--- src/design/btl_pkg.sv ---
`default_nettype none
// ----------------------------------------------------------------------------
// btl_pkg
// Shared types and constants for the bar delimited track lexer: parse
// phases, result kinds, error codes, special bytes and the queue entry.
// ----------------------------------------------------------------------------
package btl_pkg;

   localparam int POSITION_BITS_DEFAULT = 16;
   localparam int QUEUE_DEPTH_DEFAULT   = 4;

   localparam logic [7:0] BAR_CHAR   = 8'h7C;
   localparam logic [7:0] SLASH_CHAR = 8'h2F;
   localparam logic [7:0] LF_CHAR    = 8'h0A;
   localparam logic [7:0] CR_CHAR    = 8'h0D;

   localparam logic ERR_CHAR      = 1'b0;
   localparam logic ERR_THIRD_BAR = 1'b1;

   typedef enum logic [3:0] {
      PH_START     = 4'd0,
      PH_OPEN2     = 4'd1,
      PH_OPEN3     = 4'd2,
      PH_BAR       = 4'd3,
      PH_SLASH     = 4'd4,
      PH_COMMENT   = 4'd5,
      PH_AFTER_SEP = 4'd6,
      PH_DONE      = 4'd7,
      PH_ERROR     = 4'd8
   } phase_type;

   typedef enum logic [2:0] {
      KIND_CONTENT   = 3'd0,
      KIND_BAR_END   = 3'd1,
      KIND_TRACK_END = 3'd2,
      KIND_UNCLOSED  = 3'd3,
      KIND_ERROR     = 3'd4
   } kind_type;

   // one queue entry: first result of an item and an optional closing result
   typedef struct packed {
      kind_type    kind;
      logic [7:0]  content_byte;
      logic [15:0] start_line;
      logic [15:0] start_column;
      logic [15:0] byte_count;
      logic        error_code;
      logic        has_tail;
      kind_type    tail_kind;
   } entry_type;

endpackage
`default_nettype wire

--- src/design/btl_front.sv ---
`default_nettype none
// ----------------------------------------------------------------------------
// btl_front
// Parser front end: tracks the parse phase, line and column counters and
// the open bar, and turns each accepted item into at most one queue entry.
// ----------------------------------------------------------------------------
module btl_front #(
   parameter int POSITION_BITS = btl_pkg::POSITION_BITS_DEFAULT
) (
   input  wire                  clock,
   input  wire                  reset,
   input  wire                  accept,
   input  wire  [7:0]           track_byte,
   input  wire                  end_of_track,
   output logic                 enq,
   output btl_pkg::entry_type   enq_entry
);

   localparam int WIDE = (POSITION_BITS > 16) ? POSITION_BITS : 16;
   localparam logic [POSITION_BITS-1:0] POS_ONE = POSITION_BITS'(1);
   localparam logic [POSITION_BITS-1:0] POS_MAX = {POSITION_BITS{1'b1}};

   btl_pkg::phase_type        phase_ff, phase_in, phase_mid;
   logic [POSITION_BITS-1:0]  line_ff, line_in;
   logic [POSITION_BITS-1:0]  col_ff, col_in;
   logic [POSITION_BITS-1:0]  sline_ff, sline_in;
   logic [POSITION_BITS-1:0]  scol_ff, scol_in;
   logic [POSITION_BITS-1:0]  len_ff, len_in;

   logic active, is_bar, is_slash, is_nl, is_cr, do_bar;
   logic p_valid, tail_valid;
   btl_pkg::entry_type ent;

   function automatic logic [POSITION_BITS-1:0] sat_inc(input logic [POSITION_BITS-1:0] v);
      return (v == POS_MAX) ? v : v + POS_ONE;
   endfunction

   function automatic logic [15:0] clip16(input logic [POSITION_BITS-1:0] v);
      logic [WIDE-1:0] w;
      w = WIDE'(v);
      return (w > WIDE'(16'hFFFF)) ? 16'hFFFF : w[15:0];
   endfunction

   assign active   = accept && (phase_ff != btl_pkg::PH_DONE)
                     && (phase_ff != btl_pkg::PH_ERROR);
   assign is_bar   = (track_byte == btl_pkg::BAR_CHAR);
   assign is_slash = (track_byte == btl_pkg::SLASH_CHAR);
   assign is_nl    = (track_byte == btl_pkg::LF_CHAR);
   assign is_cr    = (track_byte == btl_pkg::CR_CHAR);

   // next state
   always_comb begin
      phase_mid = phase_ff;
      line_in   = line_ff;
      col_in    = col_ff;
      sline_in  = sline_ff;
      scol_in   = scol_ff;
      len_in    = len_ff;
      do_bar    = 1'b0;
      if (active) begin
         col_in  = is_nl ? POS_ONE : sat_inc(col_ff);
         line_in = is_nl ? sat_inc(line_ff) : line_ff;
         unique case (phase_ff)
            btl_pkg::PH_START: begin
               phase_mid = is_bar ? btl_pkg::PH_OPEN2 : btl_pkg::PH_ERROR;
            end
            btl_pkg::PH_OPEN2: begin
               if (is_bar) begin
                  sline_in  = line_in;
                  scol_in   = col_in;
                  phase_mid = btl_pkg::PH_OPEN3;
               end else begin
                  phase_mid = btl_pkg::PH_ERROR;
               end
            end
            btl_pkg::PH_OPEN3: begin
               if (is_bar) phase_mid = btl_pkg::PH_ERROR;
               else do_bar = 1'b1;
            end
            btl_pkg::PH_AFTER_SEP: begin
               if (is_bar) phase_mid = btl_pkg::PH_DONE;
               else do_bar = 1'b1;
            end
            btl_pkg::PH_BAR: do_bar = 1'b1;
            btl_pkg::PH_SLASH: begin
               phase_mid = is_slash ? btl_pkg::PH_COMMENT : btl_pkg::PH_ERROR;
            end
            btl_pkg::PH_COMMENT: begin
               if (is_nl || is_cr) phase_mid = btl_pkg::PH_BAR;
            end
            default: phase_mid = btl_pkg::PH_ERROR;
         endcase
         if (do_bar) begin
            if (is_bar) begin
               len_in    = '0;
               sline_in  = line_in;
               scol_in   = col_in;
               phase_mid = btl_pkg::PH_AFTER_SEP;
            end else if (is_slash) begin
               phase_mid = btl_pkg::PH_SLASH;
            end else begin
               len_in    = sat_inc(len_ff);
               phase_mid = btl_pkg::PH_BAR;
            end
         end
      end
      tail_valid = active && end_of_track && (phase_mid != btl_pkg::PH_DONE)
                   && (phase_mid != btl_pkg::PH_ERROR);
      phase_in = phase_mid;
      if (tail_valid) begin
         phase_in = ((phase_mid == btl_pkg::PH_OPEN2) || (phase_mid == btl_pkg::PH_SLASH))
                    ? btl_pkg::PH_ERROR : btl_pkg::PH_DONE;
      end
   end

   // outputs
   always_comb begin
      ent         = '0;
      ent.kind    = btl_pkg::KIND_CONTENT;
      ent.tail_kind = btl_pkg::KIND_UNCLOSED;
      p_valid     = 1'b0;
      if (active) begin
         if (do_bar) begin
            if (is_bar) begin
               p_valid          = 1'b1;
               ent.kind         = btl_pkg::KIND_BAR_END;
               ent.start_line   = clip16(sline_ff);
               ent.start_column = clip16(scol_ff);
               ent.byte_count   = clip16(len_ff);
            end else if (!is_slash) begin
               p_valid          = 1'b1;
               ent.kind         = btl_pkg::KIND_CONTENT;
               ent.content_byte = track_byte;
            end
         end else if (phase_mid == btl_pkg::PH_ERROR) begin
            p_valid        = 1'b1;
            ent.kind       = btl_pkg::KIND_ERROR;
            ent.error_code = (phase_ff == btl_pkg::PH_OPEN3)
                             ? btl_pkg::ERR_THIRD_BAR : btl_pkg::ERR_CHAR;
         end else if (phase_mid == btl_pkg::PH_DONE) begin
            p_valid  = 1'b1;
            ent.kind = btl_pkg::KIND_TRACK_END;
         end
      end
      if (tail_valid) begin
         ent.tail_kind = (phase_in == btl_pkg::PH_ERROR)
                         ? btl_pkg::KIND_ERROR : btl_pkg::KIND_UNCLOSED;
         if (p_valid) begin
            ent.has_tail = 1'b1;
         end else begin
            ent.kind = ent.tail_kind;
         end
      end
      enq       = p_valid || tail_valid;
      enq_entry = ent;
   end

   always_ff @(posedge clock) begin
      if (reset) begin
         phase_ff <= btl_pkg::PH_START;
         line_ff  <= POS_ONE;
         col_ff   <= POS_ONE;
         sline_ff <= POS_ONE;
         scol_ff  <= POS_ONE;
         len_ff   <= '0;
      end else begin
         phase_ff <= phase_in;
         line_ff  <= line_in;
         col_ff   <= col_in;
         sline_ff <= sline_in;
         scol_ff  <= scol_in;
         len_ff   <= len_in;
      end
   end

endmodule
`default_nettype wire

--- src/design/btl_queue.sv ---
`default_nettype none
// ----------------------------------------------------------------------------
// btl_queue
// Short first-in first-out queue of entries between front and back end.
// ----------------------------------------------------------------------------
module btl_queue #(
   parameter int DEPTH = btl_pkg::QUEUE_DEPTH_DEFAULT
) (
   input  wire                 clock,
   input  wire                 reset,
   input  wire                 enq,
   input  btl_pkg::entry_type  enq_entry,
   output logic                full,
   input  wire                 deq,
   output btl_pkg::entry_type  deq_entry,
   output logic                empty
);

   localparam int PW = (DEPTH > 1) ? $clog2(DEPTH) : 1;
   localparam int CW = $clog2(DEPTH + 1);
   localparam logic [PW-1:0] LAST_PTR = PW'(DEPTH - 1);
   localparam logic [CW-1:0] FULL_CNT = CW'(DEPTH);

   btl_pkg::entry_type mem_ff [DEPTH];
   logic [PW-1:0] wr_ptr_ff, wr_ptr_in, rd_ptr_ff, rd_ptr_in;
   logic [CW-1:0] count_ff, count_in;
   logic          do_enq, do_deq;

   assign full      = (count_ff == FULL_CNT);
   assign empty     = (count_ff == '0);
   assign do_enq    = enq && !full;
   assign do_deq    = deq && !empty;
   assign deq_entry = mem_ff[rd_ptr_ff];

   always_comb begin
      wr_ptr_in = wr_ptr_ff;
      rd_ptr_in = rd_ptr_ff;
      count_in  = count_ff;
      if (do_enq) wr_ptr_in = (wr_ptr_ff == LAST_PTR) ? '0 : wr_ptr_ff + PW'(1);
      if (do_deq) rd_ptr_in = (rd_ptr_ff == LAST_PTR) ? '0 : rd_ptr_ff + PW'(1);
      if (do_enq && !do_deq) count_in = count_ff + CW'(1);
      else if (do_deq && !do_enq) count_in = count_ff - CW'(1);
   end

   always_ff @(posedge clock) begin
      if (do_enq) mem_ff[wr_ptr_ff] <= enq_entry;
   end

   always_ff @(posedge clock) begin
      if (reset) begin
         wr_ptr_ff <= '0;
         rd_ptr_ff <= '0;
         count_ff  <= '0;
      end else begin
         wr_ptr_ff <= wr_ptr_in;
         rd_ptr_ff <= rd_ptr_in;
         count_ff  <= count_in;
      end
   end

endmodule
`default_nettype wire

--- src/design/btl_back.sv ---
`default_nettype none
// ----------------------------------------------------------------------------
// btl_back
// Result back end: takes entries from the queue, expands each into one or
// two result items and holds the oldest in an output register.
// ----------------------------------------------------------------------------
module btl_back (
   input  wire                 clock,
   input  wire                 reset,
   input  wire                 q_empty,
   input  btl_pkg::entry_type  q_entry,
   output logic                q_deq,
   output logic                rsp_empty,
   input  wire                 rsp_pop,
   output logic [2:0]          rsp_result_kind,
   output logic [7:0]          rsp_content_byte,
   output logic [15:0]         rsp_bar_start_line,
   output logic [15:0]         rsp_bar_start_column,
   output logic [15:0]         rsp_bar_byte_count,
   output logic                rsp_error_code,
   output logic                rsp_last_of_run
);

   logic               valid_ff, valid_in;
   logic               tail_ff, tail_in;
   btl_pkg::kind_type  tail_kind_ff, tail_kind_in;
   btl_pkg::entry_type out_ff, out_in;
   logic               last_ff, last_in;
   logic               take;

   assign take = !valid_ff || rsp_pop;

   always_comb begin
      valid_in     = valid_ff;
      tail_in      = tail_ff;
      tail_kind_in = tail_kind_ff;
      out_in       = out_ff;
      last_in      = last_ff;
      q_deq        = 1'b0;
      if (take) begin
         if (tail_ff) begin
            out_in      = '0;
            out_in.kind = tail_kind_ff;
            last_in     = 1'b1;
            valid_in    = 1'b1;
            tail_in     = 1'b0;
         end else if (!q_empty) begin
            out_in       = q_entry;
            last_in      = !q_entry.has_tail;
            tail_in      = q_entry.has_tail;
            tail_kind_in = q_entry.tail_kind;
            valid_in     = 1'b1;
            q_deq        = 1'b1;
         end else begin
            valid_in = 1'b0;
         end
      end
   end

   always_ff @(posedge clock) begin
      out_ff       <= out_in;
      last_ff      <= last_in;
      tail_kind_ff <= tail_kind_in;
   end

   always_ff @(posedge clock) begin
      if (reset) begin
         valid_ff <= 1'b0;
         tail_ff  <= 1'b0;
      end else begin
         valid_ff <= valid_in;
         tail_ff  <= tail_in;
      end
   end

   assign rsp_empty            = !valid_ff;
   assign rsp_result_kind      = out_ff.kind;
   assign rsp_content_byte     = out_ff.content_byte;
   assign rsp_bar_start_line   = out_ff.start_line;
   assign rsp_bar_start_column = out_ff.start_column;
   assign rsp_bar_byte_count   = out_ff.byte_count;
   assign rsp_error_code       = out_ff.error_code;
   assign rsp_last_of_run      = last_ff;

endmodule
`default_nettype wire

--- src/design/bar_delimited_track_lexer_unit.sv ---
`default_nettype none
// ----------------------------------------------------------------------------
// bar_delimited_track_lexer_unit
// Splits a track of text bytes into bars: streams content bytes, reports
// bar ends with start line, start column and length, and track end/errors.
//
// Input items (track byte, end-of-track flag) are pushed with req_push and
// taken at any edge where req_full is low. Result items are read like a
// queue: while rsp_empty is low the oldest result is on the rsp_ ports and
// rsp_pop takes it. last_of_run marks the final result of one input item.
// Throughput is one item per cycle while req_full is low; an item that
// yields two results (a bar end or content byte closed by the
// end-of-track flag) presents them in turn in the output register. The
// edge that takes an item writes its entry into the entry queue; a later
// edge loads it into the output register. When the receiver stalls, the
// QUEUE_DEPTH entry queue plus the output register absorb items before
// req_full rises.
// Reset returns the parser to expecting the opening bars, sets line and
// column to 1 and drops all pending results. After an error or track end
// further items are taken and ignored until reset.
// ----------------------------------------------------------------------------
module bar_delimited_track_lexer_unit #(
   parameter int POSITION_BITS = btl_pkg::POSITION_BITS_DEFAULT,
   parameter int QUEUE_DEPTH   = btl_pkg::QUEUE_DEPTH_DEFAULT
) (
   input  wire          clock,
   input  wire          reset,
   input  wire          req_push,
   output logic         req_full,
   input  wire  [7:0]   req_track_byte,
   input  wire          req_end_of_track,
   output logic         rsp_empty,
   input  wire          rsp_pop,
   output logic [2:0]   rsp_result_kind,
   output logic [7:0]   rsp_content_byte,
   output logic [15:0]  rsp_bar_start_line,
   output logic [15:0]  rsp_bar_start_column,
   output logic [15:0]  rsp_bar_byte_count,
   output logic         rsp_error_code,
   output logic         rsp_last_of_run
);

   logic               accept;
   logic               enq, q_full, q_empty, q_deq;
   btl_pkg::entry_type enq_entry, deq_entry;

   assign req_full = q_full;
   assign accept   = req_push && !q_full;

   btl_front #(
      .POSITION_BITS (POSITION_BITS)
   ) u_front (
      .clock        (clock),
      .reset        (reset),
      .accept       (accept),
      .track_byte   (req_track_byte),
      .end_of_track (req_end_of_track),
      .enq          (enq),
      .enq_entry    (enq_entry)
   );

   btl_queue #(
      .DEPTH (QUEUE_DEPTH)
   ) u_queue (
      .clock     (clock),
      .reset     (reset),
      .enq       (enq),
      .enq_entry (enq_entry),
      .full      (q_full),
      .deq       (q_deq),
      .deq_entry (deq_entry),
      .empty     (q_empty)
   );

   btl_back u_back (
      .clock                (clock),
      .reset                (reset),
      .q_empty              (q_empty),
      .q_entry              (deq_entry),
      .q_deq                (q_deq),
      .rsp_empty            (rsp_empty),
      .rsp_pop              (rsp_pop),
      .rsp_result_kind      (rsp_result_kind),
      .rsp_content_byte     (rsp_content_byte),
      .rsp_bar_start_line   (rsp_bar_start_line),
      .rsp_bar_start_column (rsp_bar_start_column),
      .rsp_bar_byte_count   (rsp_bar_byte_count),
      .rsp_error_code       (rsp_error_code),
      .rsp_last_of_run      (rsp_last_of_run)
   );

endmodule
`default_nettype wire
--- config.mk ---
export PLATFORM = sky130hd
export DESIGN_NAME = bar_delimited_track_lexer_unit
export DESIGN_NICKNAME = d
export VERILOG_FILES = /design/src/design/btl_pkg.sv /design/src/design/btl_front.sv /design/src/design/btl_queue.sv /design/src/design/btl_back.sv /design/src/design/bar_delimited_track_lexer_unit.sv
export SDC_FILE = /design/constraint.sdc
export NUM_CORES = 1
export LEC_CHECK = 0
export BUFFER_PORTS_ARGS = -buffer_cell sky130_fd_sc_hd__buf_2
export CORE_AREA = 2 2 197 199
export DETAILED_ROUTE_END_ITERATION = 10
export DIE_AREA = 0 0 199 201
export SYNTH_ARGS = -nofsm -noshare
export SYNTH_HDL_FRONTEND = slang
export SYNTH_SLANG_ARGS = --single-unit
--- constraint.sdc ---
create_clock -name clock -period 14.35 [get_ports clock]
set_clock_uncertainty 0.05 [all_clocks]
set_input_delay 3.5875 -clock clock [delete_from_list [all_inputs] [get_ports clock]]
set_output_delay 3.5875 -clock clock [all_outputs]
set_load 0.02 [all_outputs]
### Word-level counts from Yosys, hierarchy flattened

Memory sizes are Yosys's and may differ from the RTL's. A register that Yosys moved wholly into a read port is not among the register bits.
Cells that the tools add are included.

| storage, ports and cells | value |
|---|---|
| bits in registers | 157 |
| RAM bits | 256 |
| output and inout port bits | 63 |
| word-level logic and storage cells | 162 |
| memories kept | 1 |

| cells by class | value |
|---|---|
| add/sub/neg operators | 7 |
| magnitude comparators | 3 |
| eq/ne operators | 28 |
| mux-type cells | 75 |
| bitwise gates (word level) | 2 |
| reduce and logical (&&, ||, !) cells | 27 |

Memories:

| memory | depth | bits a word | read ports | clocked after Yosys merged registers in | write ports | line | RTL |
|---|---|---|---|---|---|---|---|
| u_queue.mem_ff | 4 | 64 | 1 | 1 | 1 | btl_queue.sv:24 | `btl_pkg::entry_type mem_ff [DEPTH];` |

Operators by type and width:

| cell | count |
|---|---|
| $mux 16 | 18 |
| $mux 64 | 2 |
| $mux 60 | 1 |
| $mux 56 | 1 |
| $add 16x1->16 const B | 3 |
| $eq 16x16->1 const B | 3 |
| $gt 16x16->1 const B | 3 |
| $mux 4 | 12 |
| $mux 48 | 1 |
| $pmux 4 s7 | 1 |
| $mux 3 | 8 |
| $mux 1 | 23 |
| $eq 4x3->1 const B | 5 |
| $eq 8x4->1 const B | 2 |
| $mux 8 | 2 |
| $logic_and 1x1->1 | 10 |
| $mux 2 | 5 |
| $eq 4x1->1 const B | 2 |
| $eq 4x2->1 const B | 2 |
| $eq 4x4->1 const B | 2 |
| $eq 8x6->1 const B | 1 |
| $eq 8x7->1 const B | 1 |
| $ne 4x3->1 const B | 2 |
| $ne 4x4->1 const B | 2 |
| other kinds (18) | 30 |

### Depth between registers and ports, before layout

| depth | value |
|---|---|
| word-level depth | 19 |
| mapped depth | 14 |

### Modules after synthesis

Synthesis repeated with hierarchy kept, for this count alone.

| unflattened totals | value |
|---|---|
| cell total of the unflattened synthesis | 1,176 |
| area, all modules | 17,205.3 µm² |

By module, submodules not included:

| module | times used | cells an instance | area an instance (µm²) | seq. area each (µm²) |
|---|---|---|---|---|
| btl_queue | 1 | 384 | 9,733.1 | 7,867.5 |
| btl_front | 1 | 647 | 5,006.1 | 1,681.6 |
| btl_back | 1 | 144 | 2,452.4 | 1,961.9 |
| bar_delimited_track_lexer_unit | 1 | 1 | 13.8 | 0.0 |

### Worst setup path after synthesis

Ideal clock, no wire load.

| timing | value |
|---|---|
| kind | input -> register |
| from | input port req_track_byte[6] |
| to | memory u_queue.mem_ff[1][10] (netlist name) (enable) |
| arrival time | 8.042 ns |
| data required time | 13.808 ns |
| slack | 5.766 ns |
| stages on the path | 6 |
| cells stage by stage | or4b_4 > or2_4 > a2111oi_4 > a221o_2 > a41oi_4 > nor2b_1 |

| between the ends | value |
|---|---|
| word-level cells in the longest chain between the ends | 15 |

RTL lines:

| item | line | RTL |
|---|---|---|
| start, declared | bar_delimited_track_lexer_unit.sv:30 | `input wire [7:0] req_track_byte,` |
| $eq 8x4->1 (tied with other cells) | btl_front.sv:48 | `assign is_nl = (track_byte == btl_pkg::LF_CHAR);` |
| $logic_or 1x1->1 or $mux 1 (tied branches) | btl_front.sv:89, btl_front.sv:77, btl_front.sv:81 |  |
| $mux 4 or $pmux 1 s2 (tied branches) | btl_front.sv:89, btl_front.sv:63 |  |
| $pmux 4 s7 or $mux 1 (tied branches) | btl_front.sv:63, btl_front.sv:60 |  |
| $mux 4 | btl_front.sv:93 | `if (do_bar) begin` |
| $mux 4 | btl_front.sv:60 | `if (active) begin` |
| $eq 4x3->1 | btl_front.sv:140 | `end else if (phase_mid == btl_pkg::PH_DONE) begin` |
| $mux 1 | btl_front.sv:140 |  |
| $mux 1 | btl_front.sv:135 | `end else if (phase_mid == btl_pkg::PH_ERROR) begin` |
| $mux 1 | btl_front.sv:123 | `if (do_bar) begin` |
| $mux 1 | btl_front.sv:122 | `if (active) begin` |
| $logic_or 1x1->1 * | btl_front.sv:154 | `enq = p_valid \|\| tail_valid;` |
| $logic_and 1x1->1 * | btl_queue.sv:31 | `assign do_enq = enq && !full;` |
| $mux 1 * | btl_queue.sv:46 | `if (do_enq) mem_ff[wr_ptr_ff] <= enq_entry;` |
| $mux 1 (not written as such) * | btl_queue.sv:46 |  |
| end, declared | btl_queue.sv:24 |  |

Every way passes the cells marked *; elsewhere a longest branch is shown, timed or not. The select of a mux whose other input is x is not followed.

### Worst setup path in the final report

| timing | value |
|---|---|
| from | input port req_track_byte[0] |
| to | memory u_queue.mem_ff[3][11] (netlist name) (enable) |

Same word-level chain as after synthesis.

==> results.json <==
{
  "outcome": "complete, no violations",
  "ys.flop_type": "edfxtp_1",
  "fmax_mhz": 150,
  "ctsHoldBuffers": 0,
  "grt_pass1_wl_um": 53200,
  "p_sw_mw": 1.20,
  "slew_headroom_pct": 32.8,
  "tightest_slew_ns": 1.01,
  "cts_buffers": 43,
  "setup_viol": 0,
  "r2r-start": "u_front.phase_ff[0]",
  "synth_cells": 1143,
  "arrival_ns": 6.82,
  "yosysMostFrequentCell": "edfxtp_1",
  "worstSkewPairLatency_ns": 0.56,
  "synth_fp_nets": 1166,
  "wl_per_cell_um": 19.3,
  "critPathMaxFanout": 49,
  "seqPwrFrac_pct": 45.5,
  "ys_types": 74,
  "rows": 72,
  "clkTransAtPathRegs_ns": 0.06,
  "maxCapViolations": 0,
  "ant_nets": 0,
  "min_period_ns": 6.68,
  "vias": 9324,
  "placedCellCount": 1690,
  "drv_slew": 0,
  "swShare_pct": 30.3,
  "p_clk_share_pct": 27.7,
  "power_leakage_nw": 6.34,
  "synth_top_cell_by_area": "edfxtp_1",
  "rsz0062_at_grt": "false",
  "syn_area_mm2": 0.0169,
  "cts_root_buf": "clkbuf_16",
  "avgSynthCellArea_um2": 14.8,
  "ys_ff_latch": 410,
  "ctsResizeCount": 0,
  "fin_tns_setup_ns": 0,
  "cp.required_ns": 14.49,
  "htreeDepth": 2,
  "grt_max_degree": 84,
  "netlist_top_cells_area": "edfxtp_1 56%, dfxtp_1 11%, mux4_2 8.4%",
  "power_frac_comb_pct": 26.7,
  "num_antenna_cells": 0,
  "holdCritPathClass": "flop to flop",
  "critPathCaptureType": "flop",
  "synth_top_area_share_pct": 56.1,
  "startpoint_type": "input pin",
  "critPathKind": "input pin to flop",
  "drtIter0Drc": 673,
  "final_nets": 1240,
  "ys_seq_area_share_pct": 67.3,
  "startpoint": "req_track_byte[0]",
  "fp.coreArea_mm2": 0.0381,
  "hold_viol": 0,
  "grt_pass1_vias": 9216,
  "port_buffers": 75,
  "cts_setup_buffers": 0,
  "grt-ovfl-total": 0,
  "hpwlAfterDp_um": 20900,
  "cts_tree": "built",
  "yosysWarnings": 0,
  "fp.dieW_um": 199,
  "antenna_found_initial": 3,
  "holdPathStages": 2,
  "track_usage_pct": 17.5,
  "drc": 0,
  "initial_core_util_pct": 44.3,
  "dieArea_mm2": 0.0400,
  "vias_per_cell": 5.27,
  "fin_cells": 1768,
  "async_flop_share_pct": 0,
  "synth_commonest_cells": "315 x edfxtp_1, 95 x dfxtp_1, 91 x nor2_1",
  "die_h_um": 201,
  "final.period_utilization_pct": 46.6,
  "ir_drop_uv": 132,
  "cts_max_path_buffers": 3,
  "worstRegToRegCells": 7,
  "io_pins": 76,
  "finalWirelength_um": 34100,
  "p_int_mw": 2.76,
  "area_growth_pct": 13.8,
  "min_from": "u_front.sline_ff[11]",
  "gp_congestion": 0.818,
  "drive_gt1_share_pct": 20.2,
  "power_density_mw_per_mm2": 206,
  "synth_edf_count": 315,
  "clock_sinks": 410,
  "dr.pass1.iters": 5
}
layout make-up:
class	count	area, um^2
Fill cell	3198	18900
Sequential cell	410	11400
Multi-Input combinational cell	659	5270
Clock buffer	60	1180
Tap cell	518	648
Timing Repair Buffer	89	480
Clock inverter	18	208
Inverter	14	52.6
power groups by stage:
stage | Combinational [mW] | Clock, mW | Sequential, mW
2_1_floorplan | 0.645 | 0 | 1.92
3_3_place_gp | 1.08 | 0 | 1.82
3_5_place_dp | 1.08 | 0 | 1.83
4_1_cts | 1.09 | 1.13 | 1.81
5_1_grt | 1.16 | 1.17 | 1.83
6_report | 1.06 | 1.10 | 1.80
metrics by stage:
stage | worst slack, ns | hold slack (ns) | instance area (um^2) | utilization (%) | power, mW
floorplan | 5.77 | 0.377 | 16900 | - | 2.57
global placement | 7.14 | 0.395 | 17800 | 46.8 | 2.90
detailed placement | 7.08 | 0.409 | 17800 | 46.8 | 2.91
CTS | 7.68 | 0.417 | 19200 | 50.4 | 4.02
global route | 7.45 | 0.440 | 19200 | 50.4 | 4.16
finish | 7.67 | 0.417 | 19200 | 50.4 | 3.96
cell families (layout without fill, tap and decap cells):
| family | after synthesis | after routing | synth area share [%] |
|---|---|---|---|
| compound gates | 121 | 121 | 5.34 |
| xor+xnor | 53 | 53 | 2.75 |
| fa+ha+maj | 10 | 10 | 0.786 |
| buf+inv | 74 | 181 | 1.69 |
| flops | 410 | 410 | 67.3 |
| mux | 75 | 75 | 9.14 |
| simple gates | 400 | 400 | 12.9 |
critical path, cell delays in order:
cell,delay (ns)
buf_2,0.13
nand4bb_1,0.30
nor4_2,0.59
a311oi_1,0.16
a2111oi_4,0.50
a41oi_4,0.33
nor2b_4,0.47
buf_4,0.69
placed cells by master (no fill, tap or decap), types with 5 or more instances in the layout:
| cell | synthesis | layout |
|---|---|---|
| nand3b_1 | 6 | 6 |
| a22oi_1 | 6 | 6 |
| xnor2_1 | 28 | 28 |
| buf_4 | 0 | 14 |
| nor4_1 | 9 | 7 |
| clkbuf_1 | 50 | 12 |
| and3_1 | 9 | 9 |
| a21oi_1 | 35 | 35 |
| mux4_2 | 63 | 63 |
| clkinv_2 | 0 | 5 |
| inv_1 | 14 | 14 |
| mux2i_1 | 10 | 10 |
| nand2b_1 | 7 | 7 |
| xor2_1 | 25 | 25 |
| a211oi_1 | 14 | 14 |
| or3_1 | 9 | 9 |
| nor2_1 | 91 | 89 |
| o211ai_1 | 7 | 7 |
| nand2_1 | 62 | 62 |
| edfxtp_1 | 315 | 315 |
| and2_1 | 59 | 59 |
| o21a_1 | 7 | 7 |
| ha_1 | 9 | 9 |
| o21ai_0 | 18 | 18 |
| dfxtp_1 | 95 | 92 |
| nand3_1 | 26 | 26 |
| clkbuf_16 | 0 | 43 |
| nor3_1 | 13 | 13 |
| buf_2 | 6 | 75 |
| nor2b_1 | 63 | 60 |
| nand4_1 | 14 | 14 |
metal layers:
layer / global-route usage (%) / up-vias / part of all wire (%)
met5: 0 / - / 0
met4: 5.14 / 0 / 2.1
met3: 3.23 / 50 / 4.3
met2: 26.8 / 183 / 46
met1: 25.4 / 4649 / 47
li1: - / 4442 / -
flip-flops by register name (all words and copies together), names as in the netlist, 4 cells and up, named ones only:
| signal | count |
|---|---|
| u_back.rsp_bar_byte_count | 16 |
| u_back.rsp_bar_start_column | 16 |
| u_back.rsp_bar_start_line | 16 |
| u_back.rsp_content_byte | 8 |
| u_front.col_ff | 16 |
| u_front.len_ff | 16 |
| u_front.line_ff | 16 |
| u_front.phase_ff | 4 |
| u_front.scol_ff | 16 |
| u_front.sline_ff | 16 |
| u_queue.mem_ff | 252 |
worst paths after layout:
check	end	slack, ns
worst max-delay path	u_queue.mem_ff[3][11]	7.67
worst min-delay path	u_front.sline_ff[11]	0.42
worst max register to register	u_queue.mem_ff[3][11]	10.23
worst min register to register	u_front.sline_ff[11]	0.42
No activity file was read; power rests on OpenSTA's default activity.
